--- src/softmax_vector_top_macros.svh ---
// assertion macros for the softmax vector block
`ifndef SOFTMAX_VECTOR_TOP_MACROS_SVH
`define SOFTMAX_VECTOR_TOP_MACROS_SVH

// condition implies consequence in the same cycle
`define SMV_ASSERT_SAME(label, cond, conseq, msg) \
	label: assert property (@(posedge clk) disable iff (!arst_n) (cond) |-> (conseq)) \
		else $error(msg);

// condition implies consequence in the next cycle
`define SMV_ASSERT_NEXT(label, cond, conseq, msg) \
	label: assert property (@(posedge clk) disable iff (!arst_n) (cond) |=> (conseq)) \
		else $error(msg);

`endif

--- src/smv_pkg.sv ---
// types and constants for the softmax vector block
package smv_pkg;

	localparam int MAX_ELEMENTS = 64;
	localparam int ADDR_W = (MAX_ELEMENTS > 1) ? $clog2(MAX_ELEMENTS) : 1;
	localparam int CNT_W = $clog2(MAX_ELEMENTS + 1);

	// exponential and divider constants
	localparam logic [16:0] LOG2E_Q15 = 17'd47274;
	localparam logic [15:0] POLY_C1 = 16'd43019;
	localparam logic [16:0] POLY_C2 = 17'd10251;
	localparam logic [16:0] ONE_Q16 = 17'd65536;
	localparam logic [4:0] DIV_LAST = 5'd16;

	typedef struct packed {
		logic signed [15:0] logit;
		logic last;
	} item_t;

	typedef struct packed {
		logic [15:0] probability;
		logic end_of_vector;
		logic overflowed;
	} result_t;

	typedef enum logic [7:0] {
		ST_IDLE   = 8'b0000_0001,
		ST_READ   = 8'b0000_0010,
		ST_MUL0   = 8'b0000_0100,
		ST_MUL1   = 8'b0000_1000,
		ST_MUL2   = 8'b0001_0000,
		ST_EXPF   = 8'b0010_0000,
		ST_ACCUM  = 8'b0100_0000,
		ST_DIVIDE = 8'b1000_0000
	} state_t;

endpackage

--- src/softmax_vector_top.sv ---
// softmax over a stored vector of Q4.12 logits, one shared multiplier and divider
//
// Usage: drive item and pulse start while busy is low; each start with busy low
// takes one word. Words without last are stored and busy stays low.
// The word with last closes the vector: busy rises and the block walks the store
// twice. The first pass forms the sum of exponentials; each element takes a
// memory read, three passes through the shared multiplier, an exponential shift
// and an accumulate.
// The second pass recomputes each exponential and runs a restoring divider,
// one quotient bit per cycle; each probability is on result for one cycle with
// result_strobe high. The last result carries end_of_vector; busy falls in the
// cycle that shows it.
// At most 64 elements are stored; elements beyond the store depth are dropped
// and every result of that vector carries overflowed. The receiver cannot
// stall: results are not held.
// Reset clears count, maximum, sum and flags; the logit store is not cleared.
module softmax_vector_top
	import smv_pkg::*;
(
	input  logic    clk,
	input  logic    arst_n,
	input  logic    start,
	input  item_t   item,
	output logic    busy,
	output logic    result_strobe,
	output result_t result
);

	state_t state_q;
	logic [15:0] mem_q [MAX_ELEMENTS];
	logic [15:0] mem_rd_q;
	logic [CNT_W-1:0] count_q;
	logic [ADDR_W-1:0] idx_q;
	logic signed [15:0] max_q;
	logic [22:0] sum_q;
	logic ovf_q;
	logic out_phase_q;
	logic [33:0] prod_q;
	logic [11:0] u_q;
	logic [4:0] n_q;
	logic [16:0] e_q;
	logic [23:0] rem_q;
	logic [15:0] quo_q;
	logic [4:0] dcnt_q;
	logic strobe_q;
	result_t result_q;

	logic accept;
	logic room;
	logic last_elem;
	logic [16:0] mul_a;
	logic [16:0] mul_b;
	logic [16:0] diff;
	logic [16:0] m_val;
	logic [15:0] inner;
	logic [16:0] p_val;
	logic [16:0] e_val;
	logic [23:0] trial;
	logic take;
	logic [16:0] quo_full;

	assign accept = start && !busy;
	assign room = count_q < CNT_W'(MAX_ELEMENTS);
	assign last_elem = (CNT_W'(idx_q) + CNT_W'(1)) == count_q;
	assign busy = state_q != ST_IDLE;
	assign result_strobe = strobe_q;
	assign result = result_q;

	// exponential datapath pieces
	assign diff = 17'(max_q) - 17'($signed(mem_rd_q));
	assign m_val = prod_q[31:15];
	assign inner = POLY_C1 - prod_q[27:12];
	assign p_val = ONE_Q16 - prod_q[28:12];
	assign e_val = (n_q > 5'd16) ? 17'd0 : (p_val >> n_q);

	// divider step
	assign trial = {rem_q[22:0], (dcnt_q == 5'd0) ? e_q[0] : 1'b0};
	assign take = trial >= {1'b0, sum_q};
	assign quo_full = {quo_q, take};

	// shared multiplier operand select
	always_comb begin
		mul_a = '0;
		mul_b = '0;
		unique case (state_q)
			ST_MUL0: begin
				mul_a = {1'b0, diff[15:0]};
				mul_b = LOG2E_Q15;
			end
			ST_MUL1: begin
				mul_a = POLY_C2;
				mul_b = {5'd0, m_val[11:0]};
			end
			ST_MUL2: begin
				mul_a = {5'd0, u_q};
				mul_b = {1'b0, inner};
			end
			default: begin
				mul_a = '0;
				mul_b = '0;
			end
		endcase
	end

	// logit store
	always_ff @(posedge clk) begin
		if (accept && room)
			mem_q[count_q[ADDR_W-1:0]] <= item.logit;
		mem_rd_q <= mem_q[idx_q];
	end

	// datapath registers
	always_ff @(posedge clk) begin
		prod_q <= 34'(mul_a * mul_b);
		if (state_q == ST_MUL1) begin
			u_q <= m_val[11:0];
			n_q <= m_val[16:12];
		end
		if (state_q == ST_EXPF) begin
			e_q <= e_val;
			rem_q <= {8'd0, e_val[16:1]};
		end
		if (state_q == ST_DIVIDE) begin
			rem_q <= take ? (trial - {1'b0, sum_q}) : trial;
			quo_q <= quo_full[15:0];
		end
		if (state_q == ST_DIVIDE && dcnt_q == DIV_LAST) begin
			result_q.probability <= quo_full[16] ? 16'hFFFF : quo_full[15:0];
			result_q.end_of_vector <= last_elem;
			result_q.overflowed <= ovf_q;
		end
	end

	// sequencer and control state
	always_ff @(posedge clk or negedge arst_n) begin
		if (!arst_n) begin
			state_q <= ST_IDLE;
			count_q <= '0;
			idx_q <= '0;
			max_q <= 16'sh8000;
			sum_q <= '0;
			ovf_q <= 1'b0;
			out_phase_q <= 1'b0;
			dcnt_q <= '0;
			strobe_q <= 1'b0;
		end else begin
			strobe_q <= 1'b0;
			unique case (state_q)
				ST_IDLE: begin
					if (accept) begin
						if (room) begin
							count_q <= count_q + CNT_W'(1);
							if (item.logit > max_q)
								max_q <= item.logit;
						end else begin
							ovf_q <= 1'b1;
						end
						if (item.last) begin
							idx_q <= '0;
							out_phase_q <= 1'b0;
							state_q <= ST_READ;
						end
					end
				end
				ST_READ: state_q <= ST_MUL0;
				ST_MUL0: state_q <= ST_MUL1;
				ST_MUL1: state_q <= ST_MUL2;
				ST_MUL2: state_q <= ST_EXPF;
				ST_EXPF: begin
					dcnt_q <= '0;
					state_q <= out_phase_q ? ST_DIVIDE : ST_ACCUM;
				end
				ST_ACCUM: begin
					sum_q <= sum_q + 23'(e_q);
					state_q <= ST_READ;
					if (last_elem) begin
						idx_q <= '0;
						out_phase_q <= 1'b1;
					end else begin
						idx_q <= idx_q + ADDR_W'(1);
					end
				end
				ST_DIVIDE: begin
					dcnt_q <= dcnt_q + 5'd1;
					if (dcnt_q == DIV_LAST) begin
						strobe_q <= 1'b1;
						if (last_elem) begin
							count_q <= '0;
							max_q <= 16'sh8000;
							sum_q <= '0;
							ovf_q <= 1'b0;
							out_phase_q <= 1'b0;
							idx_q <= '0;
							state_q <= ST_IDLE;
						end else begin
							idx_q <= idx_q + ADDR_W'(1);
							state_q <= ST_READ;
						end
					end
				end
				default: state_q <= ST_IDLE;
			endcase
		end
	end

	`include "softmax_vector_top_macros.svh"

	`SMV_ASSERT_SAME(a_count_bound, 1'b1, count_q <= CNT_W'(MAX_ELEMENTS), "count beyond depth")
	`SMV_ASSERT_NEXT(a_close_starts, accept && item.last, state_q == ST_READ, "vector not closed")
	`SMV_ASSERT_SAME(a_strobe_after_div, strobe_q, $past(state_q == ST_DIVIDE), "stray result")
	`SMV_ASSERT_SAME(a_accum_in_sum, state_q == ST_ACCUM, !out_phase_q, "accumulate in output pass")

endmodule

--- config.mk ---
export PLATFORM = sky130hd
export DESIGN_NAME = softmax_vector_top
export DESIGN_NICKNAME = d
export VERILOG_FILES = /design/src/smv_pkg.sv /design/src/softmax_vector_top.sv
export VERILOG_INCLUDE_DIRS = /design/src /design/src/src
export SDC_FILE = /design/constraint.sdc
export NUM_CORES = 2
export LEC_CHECK = 0
export ABC_AREA = 1
export BUFFER_PORTS_ARGS = -buffer_cell sky130_fd_sc_hd__buf_2
export CORE_MARGIN = 2
export CORE_UTILIZATION = 55
export CTS_CLUSTER_SIZE = 24
export DETAILED_ROUTE_END_ITERATION = 8
export GPL_TIMING_DRIVEN = 0
export PLACE_DENSITY = 0.73
export SETUP_SLACK_MARGIN = 0.15
export SYNTH_ARGS = -nofsm -noshare
export SYNTH_HDL_FRONTEND = slang
export SYNTH_SLANG_ARGS = --single-unit
--- constraint.sdc ---
create_clock -name clk -period 6.1 [get_ports clk]
set_input_delay 0.915 -clock clk [delete_from_list [all_inputs] [get_ports clk]]
set_output_delay 0.915 -clock clk [all_outputs]
set_load 0.005 [all_outputs]
==> run summary <==
The iteration-0 DRC count of the detailed router is 7,193. Setup repair after global routing could not meet its margin everywhere. The core region is 110,000 sq um. The unique cell type count in the Yosys netlist came out at 60. The remaining routing DRC violations is 0. The final design utilization came out at 0.641. The detailed-route wire length per cell is 30.0 um. Yosys mapped a number of flops with a built-in enable equal to 1,115. The primary flip-flop cell chosen by synthesis mapping is sky130_fd_sc_hd__edfxtp_1.

The filler-free cell count of the finished design came out at 7,611. The maximum buffer depth of the clock tree came out at 3. From bottom edge to top edge, the die measures 337 um. The die outline width came out at 337 um.

The number of detailed-route iterations in the first pass is 6. The maximum number of pins on one net before global-route repair is 68. The most numerous cell on the critical path is sky130_fd_sc_hd__inv_2. The number of hold violations in the final report is 0. The number of max-capacitance violations reported came out at 0.

For this run, the post-layout net count is 6,413. The clock buffer count from CTS is 118. Counting instances in the post-synthesis netlist gives the leading cell types as 1,115 x sky130_fd_sc_hd__edfxtp_1, 933 x sky130_fd_sc_hd__nor2_1, 743 x sky130_fd_sc_hd__o21ai_0. The part of the Yosys area used for sequential elements came out at 0.589. The highest ir drop seen on vdd is 0.339 mV. At the pin with the least slew margin, the transition time is 1.20 ns. The die area came out at 114,000 sq um. The final cycle utilization of the critical path came out at 1.10. Data on the critical path arrives at its endpoint at 7.33 ns. The flow ran to the end, but the final reports show violations. The total length of routed wires is 228 mm. The proportion of netlist area held by the largest area contributor is 0.549. The cell count after synthesis is 5,709. The count of state elements after synthesis is 1,219.

The cell row count is 122. The count of yosys warnings during synthesis came out at 0. The remaining global-route overflow is 0. The stage delay of the slowest cell on the critical path came out at 0.51 ns.

During placement, the flow inserted port buffers numbering 39. The placed wire-length estimate after detailed placement is 162 mm. The worst hold path belongs to the class reg -> reg.

The post-detailed-placement cell area came out at 65,000 sq um. For this run, asynchronously set or reset flops after synthesis account for 0.0558. The clock-pin transition on the worst setup and hold timing paths came out at 0.07 ns. On the critical path, the stage with the largest delay is an instance of sky130_fd_sc_hd__fa_1. The post-synth design cell area is 61,000 sq um. The initial core utilization came out at 0.553.

TritonCTS built the clock tree. The clock latency of the later-clocked register in the worst-skew pair is 0.78 ns. The minimum clock period is 6.72 ns. The cell count after placement came out at 7,307. In the post-synthesis netlist, the biggest area contributors are sky130_fd_sc_hd__edfxtp_1 55%, sky130_fd_sc_hd__fa_1 6.4%, sky130_fd_sc_hd__o21ai_0 6.1%. Along the worst path, the maximum fanout reaches 5. The max-slew violation count came out at 0.

The critical path data required time is 6.71 ns. The number of vias per cell after detailed routing came out at 6.32. The number of sinks on the clock net is 1,219. Routability-driven placement finished with a final weighted congestion of 1.06. The proportion of layout cells with a drive suffix above 1 came out at 0.131. Counting both buffers and inverters, the worst setup path holds a total of 10. The number of global-route vias before repair is 45,700. The critical path class is reg -> reg. The first global-routing pass estimated 321 mm of wire. The layout overhead on the synthesized area came out at 16.0%.

The number of I/O pins is 40. For this design the static power due to leakage is 26.5 nW. The total power divided by cell area is 331 nW/um^2. The cell taking the most area after synthesis is sky130_fd_sc_hd__edfxtp_1.

The average cell area after synthesis is 10.7 sq um. STA classifies the critical path endpoint as a flip-flop. The root buffer cell chosen for the clock tree is sky130_fd_sc_hd__clkbuf_16. In this run the tightest slew margin relative to its limit is 0.195. The launching element type of the critical path is a flip-flop. The number of antenna violations at the first check in global routing came to 14. The aggregate global-route resource usage came out at 0.401.

The checks that failed: setup timing. Based on the critical path, the design can be clocked at up to 149 MHz. The most common cell in the synthesized netlist is sky130_fd_sc_hd__edfxtp_1. The worst setup margin is -0.617 ns.

The final design area excluding fillers came out at 70,800 sq um. The total number of H-tree levels is 3. The clock arrives with 0.0882 ns of skew.

Setup violations remaining at the end of the flow were counted as 20. In this run the remaining antenna-violating nets after routing total 0. The via count of the routed design is 48,100.

The cell family with the largest share of critical-path delay is adder cells.
## placed cells by master, fill, tap and decap left out, types with 16 or more instances in the layout
master	count
sky130_fd_sc_hd__nor2_1	839
sky130_fd_sc_hd__nand2_1	617
sky130_fd_sc_hd__nand4_1	22
sky130_fd_sc_hd__nor3_1	20
sky130_fd_sc_hd__clkinv_1	23
sky130_fd_sc_hd__nand2_2	40
sky130_fd_sc_hd__edfxtp_1	1115
sky130_fd_sc_hd__nor2_4	66
sky130_fd_sc_hd__o22ai_1	278
sky130_fd_sc_hd__buf_4	89
sky130_fd_sc_hd__ha_1	156
sky130_fd_sc_hd__dfxtp_1	31
sky130_fd_sc_hd__a21oi_1	116
sky130_fd_sc_hd__a21oi_2	18
sky130_fd_sc_hd__inv_2	39
sky130_fd_sc_hd__inv_1	483
sky130_fd_sc_hd__nand3_1	186
sky130_fd_sc_hd__buf_16	22
sky130_fd_sc_hd__dfrtp_1	64
sky130_fd_sc_hd__o21bai_1	16
sky130_fd_sc_hd__ha_4	22
sky130_fd_sc_hd__clkbuf_16	119
sky130_fd_sc_hd__nor2_2	37
sky130_fd_sc_hd__or2_2	32
sky130_fd_sc_hd__clkbuf_1	228
sky130_fd_sc_hd__conb_1	25
sky130_fd_sc_hd__o211ai_1	27
sky130_fd_sc_hd__bufinv_16	19
sky130_fd_sc_hd__o21ai_0	720
sky130_fd_sc_hd__o21ai_2	35
sky130_fd_sc_hd__buf_12	18
sky130_fd_sc_hd__fa_1	188
sky130_fd_sc_hd__xor2_1	28
sky130_fd_sc_hd__o221ai_1	39
sky130_fd_sc_hd__buf_2	65
sky130_fd_sc_hd__clkinv_2	20
## stage by stage
stage | setup TNS, ns | hold WS (ns) | setup slack, ns | power [mW]
6_report | -9.50 | 0.405 | -0.617 | 23.4
3_5_place_dp | -25.51 | 0.394 | -1.55 | 15.0
5_1_grt | -13.82 | 0.413 | -0.901 | 24.0
4_1_cts | -8.40 | 0.404 | -0.573 | 22.9
2_1_floorplan | -0.651 | 0.386 | -0.119 | 12.7
3_3_place_gp | -24.43 | 0.390 | -1.50 | 14.9
## routing by layer
layer	GRT usage	wire length (um)
met4	0.288	21000
met5	0	73
met2	0.613	101000
met1	0.502	80400
met3	0.0982	26300
## final cells by class
type                            instances  area, sq um
Antenna cell                            5         12.5
Buffer                                274         1230
Fill cell                            8515        39600
Multi-Input combinational cell       3703        23700
Tap cell                             1488         1860
Clock inverter                         77          997
Sequential cell                      1219        35900
Inverter                              536         2050
Timing Repair inverter                  1         5.00
Clock buffer                          143         3070
Timing Repair Buffer                  165         1940
## flip-flops by register name, indices dropped and copies added, names as in the netlist, 6 cells and up
name,flops
max_q,16
result,18
u_q,12
mem_q,1024
idx_q,6
sum_q,23
mem_rd_q,16
quo_q,16
rem_q,23
prod_q,20
e_q,17
count_q,7
state_q,8
## worst reg2reg max path: cells and delay by family (launching register included)
kind / cells / cell delay, ns
flops: 1 / 0.37
fa+ha+maj: 9 / 3.70
compound gates: 6 / 0.78
xor+xnor: 1 / 0.15
buf+inv: 10 / 0.70
simple gates: 9 / 0.88
## worst paths after layout
| check | startpoint | endpoint | slack [ns] | cells after the start |
|---|---|---|---|---|
| max | max_q[0]$_DFFE_PN0P_ | prod_q[26]$_DFF_P_ | -0.62 | 35 |
| min | prod_q[29]$_DFF_P_ | n_q[2]$_DFFE_PN_ | 0.40 | 0 |
| max reg2reg | max_q[0]$_DFFE_PN0P_ | prod_q[26]$_DFF_P_ | -0.62 | 35 |
| min reg2reg | prod_q[29]$_DFF_P_ | n_q[2]$_DFFE_PN_ | 0.40 | 0 |
| max in group asynchronous | arst_n | max_q[10]$_DFFE_PN0P_ | 4.97 | 3 |
| min in group asynchronous | arst_n | sum_q[3]$_DFFE_PN0P_ | 0.57 | 2 |
## where the power goes
part           switching (mW)  internal [mW]
sequential              0.246           9.36
clock                    3.32           4.41
combinational            4.35           1.73
## cell families (layout without fill, tap and decap cells)
group / Yosys count / in the layout / synth area share
flops: 1219 / 1219 / 0.589
fa+ha+maj: 375 / 375 / 0.101
compound gates: 1337 / 1337 / 0.124
other cells: 2 / 30 / 0.000123
simple gates: 1919 / 1919 / 0.128
buf+inv: 810 / 1196 / 0.0515
xor+xnor: 47 / 47 / 0.00687
## timing repair
action,in CTS,in global routing
pin swaps,84,57
hold buffers,1,0
hold endpoints to repair,1,0
buffers inserted,53,21
gates cloned,4,0
gates resized for setup,176,98
endpoints found under the setup margin,20,20
Note: power is estimated with default switching activity, not from simulation.
